[config.mk]
export PLATFORM = sky130hd
export DESIGN_NAME = deadline_timeout_table
export DESIGN_NICKNAME = d
export VERILOG_FILES = /design/src/sv/dtt_pkg.sv /design/src/sv/deadline_timeout_table.sv /design/src/sv/dtt_ram.sv
export SDC_FILE = /design/constraint.sdc
export NUM_CORES = 2
export LEC_CHECK = 0
export BUFFER_PORTS_ARGS = -buffer_cell sky130_fd_sc_hd__buf_4
export CAP_MARGIN = 15
export CORE_MARGIN = 3
export CORE_UTILIZATION = 40
export CTS_CLUSTER_SIZE = 25
export DETAILED_ROUTE_END_ITERATION = 16
export GPL_ROUTABILITY_DRIVEN = 0
export PLACE_DENSITY = 0.56
export SKIP_LAST_GASP = 1
export SLEW_MARGIN = 5
export SYNTH_ARGS = -nofsm -noshare
export SYNTH_HDL_FRONTEND = slang
export SYNTH_HIERARCHICAL = 1
export SYNTH_SLANG_ARGS = --single-unit
[constraint.sdc]
create_clock -name clk -period 12.5 [get_ports clk]
set_input_delay 3.75 -clock clk [delete_from_list [all_inputs] [get_ports clk]]
set_output_delay 3.75 -clock clk [all_outputs]
set_load 0.02 [all_outputs]
[src/sv/dtt_pkg.sv]
package dtt_pkg;

	localparam int TABLE_DEPTH = 16;
	localparam int HANDLE_BITS = 32;
	localparam int TIME_BITS   = 48;
	localparam int MAX_RESULTS = 16;
	localparam int IDX_BITS    = $clog2(TABLE_DEPTH);
	localparam int SCAN_BITS   = $clog2(TABLE_DEPTH + 1);
	localparam int RES_BITS    = $clog2(MAX_RESULTS + 1);
	localparam int ENTRY_BITS  = HANDLE_BITS + TIME_BITS;

	localparam logic [1:0] REQ_REGISTER = 2'd0;
	localparam logic [1:0] REQ_CANCEL   = 2'd1;
	localparam logic [1:0] REQ_TICK     = 2'd2;

	localparam logic [2:0] KIND_REGISTERED = 3'd0;
	localparam logic [2:0] KIND_FULL       = 3'd1;
	localparam logic [2:0] KIND_CANCELLED  = 3'd2;
	localparam logic [2:0] KIND_NOT_FOUND  = 3'd3;
	localparam logic [2:0] KIND_EXPIRED    = 3'd4;

	typedef struct packed {
		logic [1:0]  req_type;
		logic [31:0] timeout_ms;
		logic [31:0] cancel_handle;
	} req_t;

	typedef struct packed {
		logic [2:0]  kind;
		logic [31:0] handle_out;
		logic        last;
	} rsp_t;

	typedef enum logic [2:0] {
		ST_IDLE,
		ST_CSCAN,
		ST_CEVAL,
		ST_TSCAN,
		ST_TEVAL
	} state_t;

endpackage

[src/sv/deadline_timeout_table.sv]
// Table of one-shot millisecond timeouts with earliest-deadline expiry.
// Command channel: a transaction is taken when start is high and busy is low;
// req carries the request type, timeout length and cancel handle.
// Result channel: each result sits on result for one cycle with result_valid
// high; there is no back pressure, so the receiver must take every strobe.
// Register: handled in the idle state, with the result in the next cycle; a free slot
//   comes from a priority encoder over the valid flops.
// Cancel: one pass over the entry RAM (one read per cycle, each word compared as it
//   arrives, then an evaluation state), one result.
// Tick: time advances, then repeated passes over the RAM pick the earliest
//   due entry each time; a found entry is held one pass so that the last
//   flag can be set on the final result.
// The handle/deadline RAM has a single read port, so each search is a pass over it.
// Reset clears valid bits, time (to zero) and the handle counter (to one);
// RAM contents need no clearing since only valid slots are used.
module deadline_timeout_table
	import dtt_pkg::*;
(
	input  logic clk,
	input  logic arst_n,
	input  logic start,
	input  req_t req,
	output logic busy,
	output logic result_valid,
	output rsp_t result
);

	state_t state_q, state_d;

	logic [TABLE_DEPTH-1:0] valid_q;
	logic [TIME_BITS-1:0]   time_q;
	logic [HANDLE_BITS-1:0] next_h_q;

	logic [SCAN_BITS-1:0]   cnt_q;
	logic                   vld_s1;
	logic [IDX_BITS-1:0]    idx_s1;
	logic                   found_q;
	logic [IDX_BITS-1:0]    best_idx_q;
	logic [HANDLE_BITS-1:0] best_h_q;
	logic [TIME_BITS-1:0]   best_dl_q;
	logic [HANDLE_BITS-1:0] key_q;
	logic                   pend_q;
	logic [HANDLE_BITS-1:0] pend_h_q;
	logic [RES_BITS-1:0]    res_cnt_q;

	logic                   out_v_q;
	rsp_t                   out_q;

	// entry RAM: {handle, deadline}
	logic                   ram_we;
	logic [IDX_BITS-1:0]    ram_waddr;
	logic [ENTRY_BITS-1:0]  ram_wdata;
	logic [ENTRY_BITS-1:0]  ram_rdata;
	logic [HANDLE_BITS-1:0] rd_h;
	logic [TIME_BITS-1:0]   rd_dl;

	logic                   accept;
	logic                   any_free;
	logic [IDX_BITS-1:0]    free_idx;
	logic [HANDLE_BITS-1:0] next_h_inc;
	logic                   scan_end;
	logic                   hit_c;
	logic                   hit_t;
	logic                   have_t;

	dtt_ram #(
		.WIDTH(ENTRY_BITS),
		.DEPTH(TABLE_DEPTH)
	) u_ram (
		.clk  (clk),
		.we   (ram_we),
		.waddr(ram_waddr),
		.wdata(ram_wdata),
		.raddr(cnt_q[IDX_BITS-1:0]),
		.rdata(ram_rdata)
	);

	assign rd_h  = ram_rdata[ENTRY_BITS-1:TIME_BITS];
	assign rd_dl = ram_rdata[TIME_BITS-1:0];

	assign accept = start && !busy;

	// lowest free slot
	always_comb begin
		any_free = 1'b0;
		free_idx = '0;
		for (int i = TABLE_DEPTH - 1; i >= 0; i--) begin
			if (!valid_q[i]) begin
				any_free = 1'b1;
				free_idx = IDX_BITS'(i);
			end
		end
	end

	assign next_h_inc = next_h_q + 1'b1;

	assign ram_we    = accept && (req.req_type == REQ_REGISTER) && any_free;
	assign ram_waddr = free_idx;
	assign ram_wdata = {next_h_q, time_q + TIME_BITS'(req.timeout_ms)};

	assign scan_end = (cnt_q == SCAN_BITS'(TABLE_DEPTH));

	// compare stage, one RAM word per cycle
	assign hit_c = vld_s1 && valid_q[idx_s1] && (rd_h == key_q) && !found_q;
	assign hit_t = vld_s1 && valid_q[idx_s1] && (rd_dl <= time_q) &&
		(!found_q || (rd_dl < best_dl_q) || ((rd_dl == best_dl_q) && (rd_h < best_h_q)));
	assign have_t = found_q && (res_cnt_q != RES_BITS'(MAX_RESULTS));

	// next state
	always_comb begin
		state_d = state_q;
		case (state_q)
			ST_IDLE: begin
				if (accept) begin
					if (req.req_type == REQ_CANCEL) begin
						state_d = ST_CSCAN;
					end else if (req.req_type == REQ_TICK) begin
						state_d = ST_TSCAN;
					end
				end
			end
			ST_CSCAN: begin
				if (scan_end) begin
					state_d = ST_CEVAL;
				end
			end
			ST_CEVAL: state_d = ST_IDLE;
			ST_TSCAN: begin
				if (scan_end) begin
					state_d = ST_TEVAL;
				end
			end
			ST_TEVAL: state_d = have_t ? ST_TSCAN : ST_IDLE;
			default:  state_d = ST_IDLE;
		endcase
	end

	// outputs
	always_comb begin
		busy         = (state_q != ST_IDLE);
		result_valid = out_v_q;
		result       = out_q;
	end

	always_ff @(posedge clk or negedge arst_n) begin
		if (!arst_n) begin
			state_q   <= ST_IDLE;
			valid_q   <= '0;
			time_q    <= '0;
			next_h_q  <= HANDLE_BITS'(1);
			cnt_q     <= '0;
			vld_s1    <= 1'b0;
			found_q   <= 1'b0;
			pend_q    <= 1'b0;
			res_cnt_q <= '0;
			out_v_q   <= 1'b0;
		end else begin
			state_q <= state_d;
			case (state_q)
				ST_IDLE: begin
					cnt_q     <= '0;
					vld_s1    <= 1'b0;
					found_q   <= 1'b0;
					pend_q    <= 1'b0;
					res_cnt_q <= '0;
					out_v_q   <= accept && (req.req_type == REQ_REGISTER);
					if (accept) begin
						case (req.req_type)
							REQ_REGISTER: begin
								if (any_free) begin
									valid_q[free_idx] <= 1'b1;
									next_h_q <= (next_h_inc == '0) ?
										HANDLE_BITS'(1) : next_h_inc;
								end
							end
							REQ_TICK: time_q <= time_q + 1'b1;
							default: ;
						endcase
					end
				end
				ST_CSCAN, ST_TSCAN: begin
					out_v_q <= 1'b0;
					vld_s1  <= !scan_end;
					idx_s1  <= cnt_q[IDX_BITS-1:0];
					if (!scan_end) begin
						cnt_q <= cnt_q + 1'b1;
					end
					if ((state_q == ST_CSCAN) ? hit_c : hit_t) begin
						found_q    <= 1'b1;
						best_idx_q <= idx_s1;
						best_h_q   <= rd_h;
						best_dl_q  <= rd_dl;
					end
				end
				ST_CEVAL: begin
					out_v_q <= 1'b1;
					if (found_q) begin
						valid_q[best_idx_q] <= 1'b0;
					end
				end
				ST_TEVAL: begin
					cnt_q   <= '0;
					vld_s1  <= 1'b0;
					found_q <= 1'b0;
					out_v_q <= pend_q;
					if (have_t) begin
						valid_q[best_idx_q] <= 1'b0;
						pend_q    <= 1'b1;
						pend_h_q  <= best_h_q;
						res_cnt_q <= res_cnt_q + 1'b1;
					end else begin
						pend_q <= 1'b0;
					end
				end
				default: out_v_q <= 1'b0;
			endcase
		end
	end

	// result payload
	always_ff @(posedge clk) begin
		case (state_q)
			ST_IDLE: begin
				key_q <= req.cancel_handle;
				if (any_free) begin
					out_q <= '{kind: KIND_REGISTERED, handle_out: next_h_q, last: 1'b1};
				end else begin
					out_q <= '{kind: KIND_FULL, handle_out: '0, last: 1'b1};
				end
			end
			ST_CEVAL: begin
				if (found_q) begin
					out_q <= '{kind: KIND_CANCELLED, handle_out: best_h_q, last: 1'b1};
				end else begin
					out_q <= '{kind: KIND_NOT_FOUND, handle_out: key_q, last: 1'b1};
				end
			end
			ST_TEVAL: begin
				out_q <= '{kind: KIND_EXPIRED, handle_out: pend_h_q, last: !have_t};
			end
			default: ;
		endcase
	end

endmodule

[src/sv/dtt_ram.sv]
module dtt_ram #(
	parameter int WIDTH = 8,
	parameter int DEPTH = 16
) (
	input  logic                     clk,
	input  logic                     we,
	input  logic [$clog2(DEPTH)-1:0] waddr,
	input  logic [WIDTH-1:0]         wdata,
	input  logic [$clog2(DEPTH)-1:0] raddr,
	output logic [WIDTH-1:0]         rdata
);

	logic [WIDTH-1:0] mem [DEPTH];

	always_ff @(posedge clk) begin
		if (we) begin
			mem[waddr] <= wdata;
		end
		rdata <= mem[raddr];
	end

endmodule

* Yosys cells after proc, flatten, opt, wreduce, memory -nomap -nowiden
Memory sizes are Yosys's and may differ from the RTL's. A register that Yosys moved wholly into a read port is not among the register bits. Index checks and enable logic that the tools add are counted.
Word-level totals: register bits after elaboration 301, bits in latches 0, memory bits (writable) 1280, memory bits (read-only) 0, bits of input ports 69, output and inout port bits 38, word-level logic and storage cells 161, memories kept 1
Memory list:
- u_ram.mem | depth 16, bits a word 80, rd ports 1, clocked after memory_dff 1, wr ports 1, line dtt_ram.sv:13 | logic [WIDTH-1:0] mem [DEPTH];
Cells by class: add/sub/neg operators 5, multiply operators 0, divide/modulo/power cells 0, order comparisons 8, equality and inequality tests 20, shifts and indexed selects 0, muxes and demuxes 68, bitwise logic cells 3, reduce and logical (&&, ||, !) cells 37
Operators by type and width (count):
- case mux 36 bit (3 select lines) | 1
- 2-to-1 mux 16 bit | 5
- 2-to-1 mux 34 bit | 2
- 2-to-1 mux 4 bit | 16
- adder 48 x 1 -> 48 bit, second input constant | 1
- adder 48 x 32 -> 48 bit | 1
- equality test 48 bit | 1
- less-or-equal comparator 48 bit | 1
- less-than comparator 48 bit | 1
- case mux 16 bit (3 select lines) | 1
- adder 32 x 1 -> 32 bit, second input constant | 1
- equality test 32 bit | 1
- logical NOT 32 bit | 1
- less-than comparator 32 bit | 1
- 2-to-1 mux 32 bit | 1
- 2-to-1 mux 1 bit | 24
- case mux 5 bit (2 select lines) | 2
- inequality test 2 bit, second input constant | 9
- AND 16 bit | 1
- inverter 16 bit | 1
- OR 16 bit | 1
- less-than comparator 4 x 5 -> 1 bit, second input constant | 3
- 2-to-1 mux 3 bit | 5
- logical AND 1 bit | 12
- 28 further kinds | 48

* Longest topological paths before layout
depth after elaboration 25, depth in mapped cells 12, mapped depth without buffers 12

* By module
The synthesis kept the hierarchy.
By module, submodules not included:
- dtt_ram | times used 1, cells an instance 2054, area each 49422.4 um2, seq. area each 40038.4 um2
- deadline_timeout_table | times used 1, cells an instance 1664, area each 17828.3 um2, seq. area each 8474.4 um2

* Least setup slack after synthesis
OpenSTA, ideal clock, no wires.
path type in2reg, start point input port req[64] in the netlist's numbering, end point memory u_ram/mem[0][0] in the netlist's numbering, enable pin, library setup time 0.616 ns, data arrival time 10.666 ns, required time 11.884 ns, setup slack 1.218 ns, stages on the path 8, buffers on the path 1, cell sequence inv_1 ha_1 and3_1 nand2_1 inv_1 clkbuf_1 or3b_2 nor3_1
On the way: word-level cells in the longest chain between the ends 5
RTL lines:
- from (decl) | line deadline_timeout_table.sv:22 | input req_t req,
- logical NOT 2 bit | line deadline_timeout_table.sv:97 | assign ram_we = accept && (req.req_type == REQ_REGISTER) && any_free;
- logical AND 1 bit (2 in a row) | line deadline_timeout_table.sv:97
- via ram_we | line deadline_timeout_table.sv:50 | logic ram_we;
- 2-to-1 mux 1 bit | line dtt_ram.sv:16 | if (we) begin
- 2-to-1 mux 1 bit (not written as such) | line dtt_ram.sv:17 | mem[waddr] <= wdata;
- to (decl) | line dtt_ram.sv:13
The timed path passes the listed nets, and every way through them passes these cells.

* Worst setup path in the final report
start point input port req[64] in the netlist's numbering, end point memory u_ram/mem[2][22] in the netlist's numbering, enable pin
On the way: word-level cells in the longest chain between the ends 5
RTL lines (line):
- logical NOT 2 bit | deadline_timeout_table.sv:97
- logical AND 1 bit (2 in a row) | deadline_timeout_table.sv:97
- 2-to-1 mux 1 bit | dtt_ram.sv:16
- 2-to-1 mux 1 bit (not written as such) | dtt_ram.sv:17
Every way passes these cells.

==> results by group <==
Route
  – Initial DRC Count: around 3.5k
  – Total detailed-routing wirelength: about 170000 µm
  – First-pass detailed-route iteration total: 6
  – Post-DR vias/cell: 5.62
  – Antenna-violating nets left: 0
  – Vias: approximately 35k
  – DRC violation count after routing: 0
  – Average wire per cell in the routed design: around 27 µm

Power
  – Share of power burned in registers: between 40% and 50%
  – Peak supply drop: ~0.14 mV
  – Pint: between 10 and 15 mW
  – Sw Ratio: between 30% and 40%
  – Leak pwr: about 26 nW
  – Pwr Density: slightly above 200 mW/mm²
  – Combinational share of power: ~23%
  – Switching Power: between 4 and 5 mW
  – Clock network fraction of total power: between 30 and 40%

Synthesis
  – Cell area after synthesis: 0.0673 mm²
  – Yosys warnings: 6
  – Post-synth EDFFs: roughly 1.5k
  – Flops & latches, synth: between 1.5k and 2k
  – Number of nets in the synthesized netlist: 3956
  – Avg Synthesized Cell Area: between 15 and 20 µm²
  – Gate Count Post-Synth: between 3k and 4k
  – Synth Flop Type: sky130_fd_sc_hd__edfxtp_1
  – Count of cell types in the netlist: just under 80
  – Sequential fraction of the synthesis area: 72.1%
  – Proportion of synthesized flip-flops having asynchronous set or reset: 6.80%

Worst setup path
  – Critical R2R Launch: u_ram/rdata[41]$_DFF_P_
  – Critical path type: primary input to register
  – Largest fanout of any net on the critical path: 50
  – Setup crit start kind: primary input
  – Critical path endpoint category: register
  – Crit path from: req[64]
  – Endpoint required time on the critical path: roughly 13000 ps
  – Data arrival, critical path: between 7000 and 8000 ps

Floorplanning
  – Area enclosed by the die boundary: between 0.15 and 0.2 mm²
  – Vertical extent of the die: roughly 420 µm
  – Placeable core region: 0.166 mm²
  – Top Ports: between 100 and 150
  – Effective utilization at floorplan: 40.5%
  – Total number of placement rows: around 150
  – Horizontal die dimension: between 400 and 500 µm

Clocking
  – Post CTS Setup Buffer Count: 0
  – Hold buffer count at CTS: 0
  – Maximum buffer depth of the clock tree: 3
  – Worst-skew pair later-pin latency: roughly 800 ps
  – Clk sink count: 1661
  – Clock Pin Slew Worst Setup and Hold Paths: ~60 ps
  – Clock tree from TritonCTS: built
  – Clk Tree Root Cell: sky130_fd_sc_hd__clkbuf_16
  – Number of buffers added by the clock tree synthesis step: roughly 170
  – Post-cts gate resize count: 0
  – Total number of H-tree levels: 4

Final layout
  – Proportion of layout cells with a drive suffix above 1: 20.6%
  – Net total in the final layout: 4191
  – Summed area of non-filler cells in the final layout: roughly 0.077 mm²
  – Leading cell types in the layout, fill and taps excluded: sky130_fd_sc_hd__edfxtp_1, sky130_fd_sc_hd__mux4_2, sky130_fd_sc_hd__buf_4, sky130_fd_sc_hd__nand2_1, sky130_fd_sc_hd__clkbuf_16
  – Most common library cell in the layout ignoring fill and taps: sky130_fd_sc_hd__edfxtp_1
  – Fillers: 14.1k
  – Post-synthesis to final-layout area growth: 14.0%

Timing
  – Worst Max-Slew Pin Slew: between 1000 and 1500 ps
  – Hold violation count in the final report: 0
  – Min cycle time layout: ~7500 ps
  – Rel. slew slack: 20.0%
  – Setup TNS after final layout: 0 ps
  – Max-slew violation count: 0
  – Setup-violating endpoint count in the final report: 0
  – Skew final: ~25 ps
  – Setup repair after global routing missed its margin: no
  – Final critical-path share of the clock period: between 50% and 60%
  – Maximum clock frequency: 134 MHz

Global route
  – Largest net degree at the start of global routing: 124
  – GR Util All Layers: roughly a fifth
  – Number of antenna violations at the first check in global routing: 2
  – Total congestion overflow after global routing: 0
  – Vias in the first global route: between 30k and 40k
  – Global-route wire length before repair: 252000 µm

Placed design
  – Area after detailed placement: 0.0710 mm²
  – Port-buffer cells: about 110
  – Dpl hpwl: ~100000 µm

Worst hold path
  – Min-delay src: u_ram/rdata[0]$_DFF_P_
  – Type of the tightest min-delay check: register to register

Status
  – Status: finished, final reports clean

Flow run
  – Max-capacitance violation count: 0
critical path: stages:
cell	delay, ps
sky130_fd_sc_hd__buf_4	110
sky130_fd_sc_hd__inv_1	80
sky130_fd_sc_hd__ha_1	170
sky130_fd_sc_hd__and3_1	290
sky130_fd_sc_hd__nand2_1	370
sky130_fd_sc_hd__inv_1	630
sky130_fd_sc_hd__or3b_2	620
sky130_fd_sc_hd__nor2_4	850
sky130_fd_sc_hd__buf_4	900
stage by stage:
stage | setup slack [ps] | hold WS, ps | utilization (%) | std cells | total power [mW]
2_1_floorplan | 1220 | 408 | - | 3718 | 9.27
3_3_place_gp | 4180 | 420 | 42.8 | 5951 | 10.7
3_5_place_dp | 4150 | 424 | 42.8 | 5952 | 10.7
4_1_cts | 5020 | 438 | 46.1 | 6276 | 15.7
5_1_grt | 4820 | 448 | 46.2 | 6291 | 16.2
6_report | 5040 | 440 | 46.2 | 6299 | 15.5
path summary, 6_finish.rpt:
path	endpoint	slack [ps]	cells past startpoint
max in group asynchronous	cnt_q[0]$_DFFE_PN0P_	8570	2
worst min register to register	best_dl_q[0]$_DFFE_PP_	440	0
worst max register to register	best_dl_q[36]$_DFFE_PP_	7020	11
worst min-delay path	best_dl_q[0]$_DFFE_PP_	440	0
worst max-delay path	u_ram/mem[2][22]$_DFFE_PP_	5040	9
min in group asynchronous	time_q[0]$_DFFE_PN0P_	2770	1
state kept, by name, indices dropped and copies added, names as in the netlist, 3 cells and up:
| register | cells |
|---|---|
| best_idx_q | 4 |
| next_h_q | 32 |
| key_q | 32 |
| time_q | 48 |
| result | 36 |
| best_h_q | 32 |
| idx_s1 | 4 |
| valid_q | 16 |
| cnt_q | 5 |
| pend_h_q | 32 |
| state_q | 3 |
| u_ram/mem | 1280 |
| u_ram/rdata | 80 |
| best_dl_q | 48 |
| res_cnt_q | 5 |
cell type report:
| cell class | count | area (µm²) | share of cell area (%) |
|---|---|---|---|
| inverter | 158 | 593 | 0.774 |
| sequential | 1661 | 48500 | 63.3 |
| clock buffer | 235 | 4730 | 6.17 |
| antenna | 8 | 20.0 | 0.0261 |
| clock inverter | 89 | 785 | 1.02 |
| multi-input combinational | 1749 | 17600 | 23.0 |
| timing repair buffer | 210 | 1620 | 2.11 |
| tap | 2189 | 2740 | 3.57 |
kinds of logic (layout without fill, tap and decap cells):
family | count (synthesis) | count (layout) | synth area share (%)
buffers and inverters | 308 | 692 | 1.95
xor gates and xnor gates | 163 | 163 | 2.12
and+or+nand+nor | 592 | 592 | 4.39
other | 0 | 8 | 0
AOI/OAI and AO/OA | 464 | 464 | 4.83
adders and majority gates | 169 | 169 | 3.16
DFF | 1661 | 1661 | 72.1
muxes | 361 | 361 | 11.4
cell usage after synthesis (all sizes together) (9+ instances only):
| library cell | count | area share [%] |
|---|---|---|
| a211oi | 12 | 0.13 |
| a21o | 24 | 0.27 |
| a21oi | 82 | 0.62 |
| a221o | 33 | 0.49 |
| a22oi | 161 | 1.8 |
| and2 | 9 | 0.084 |
| and3 | 18 | 0.17 |
| and4 | 11 | 0.14 |
| buf | 79 | 0.67 |
| clkbuf | 71 | 0.40 |
| dfrtp | 112 | 4.2 |
| dfxtp | 80 | 2.4 |
| edfxtp | 1468 | 66 |
| ha | 168 | 3.1 |
| inv | 158 | 0.88 |
| mux2i | 36 | 0.54 |
| mux4 | 325 | 11 |
| nand2 | 186 | 1.0 |
| nand2b | 20 | 0.19 |
| nand3 | 62 | 0.46 |
| nand3b | 9 | 0.10 |
| nand4 | 60 | 0.59 |
| nor2 | 129 | 0.73 |
| nor2b | 15 | 0.14 |
| nor3 | 26 | 0.21 |
| nor4 | 19 | 0.23 |
| o21ai | 73 | 0.54 |
| or3 | 10 | 0.093 |
| xnor2 | 124 | 1.6 |
| xor2 | 39 | 0.51 |
power by group through the flow:
stage	sequential (mW)	clock, mW	combinational (mW)
finish	6.92	4.99	3.59
global route	6.96	5.34	3.90
CTS	6.93	5.11	3.63
detailed placement	7.04	0	3.61
global placement	7.04	0	3.61
floorplan	6.86	0	2.41
routing by layer:
metal,global-route usage [%],share of wire [%]
met5,0,0
met4,4.50,1.8
met3,3.08,5.9
met2,31.8,48
met1,28.8,44
Power figures use the tool's default switching activity.
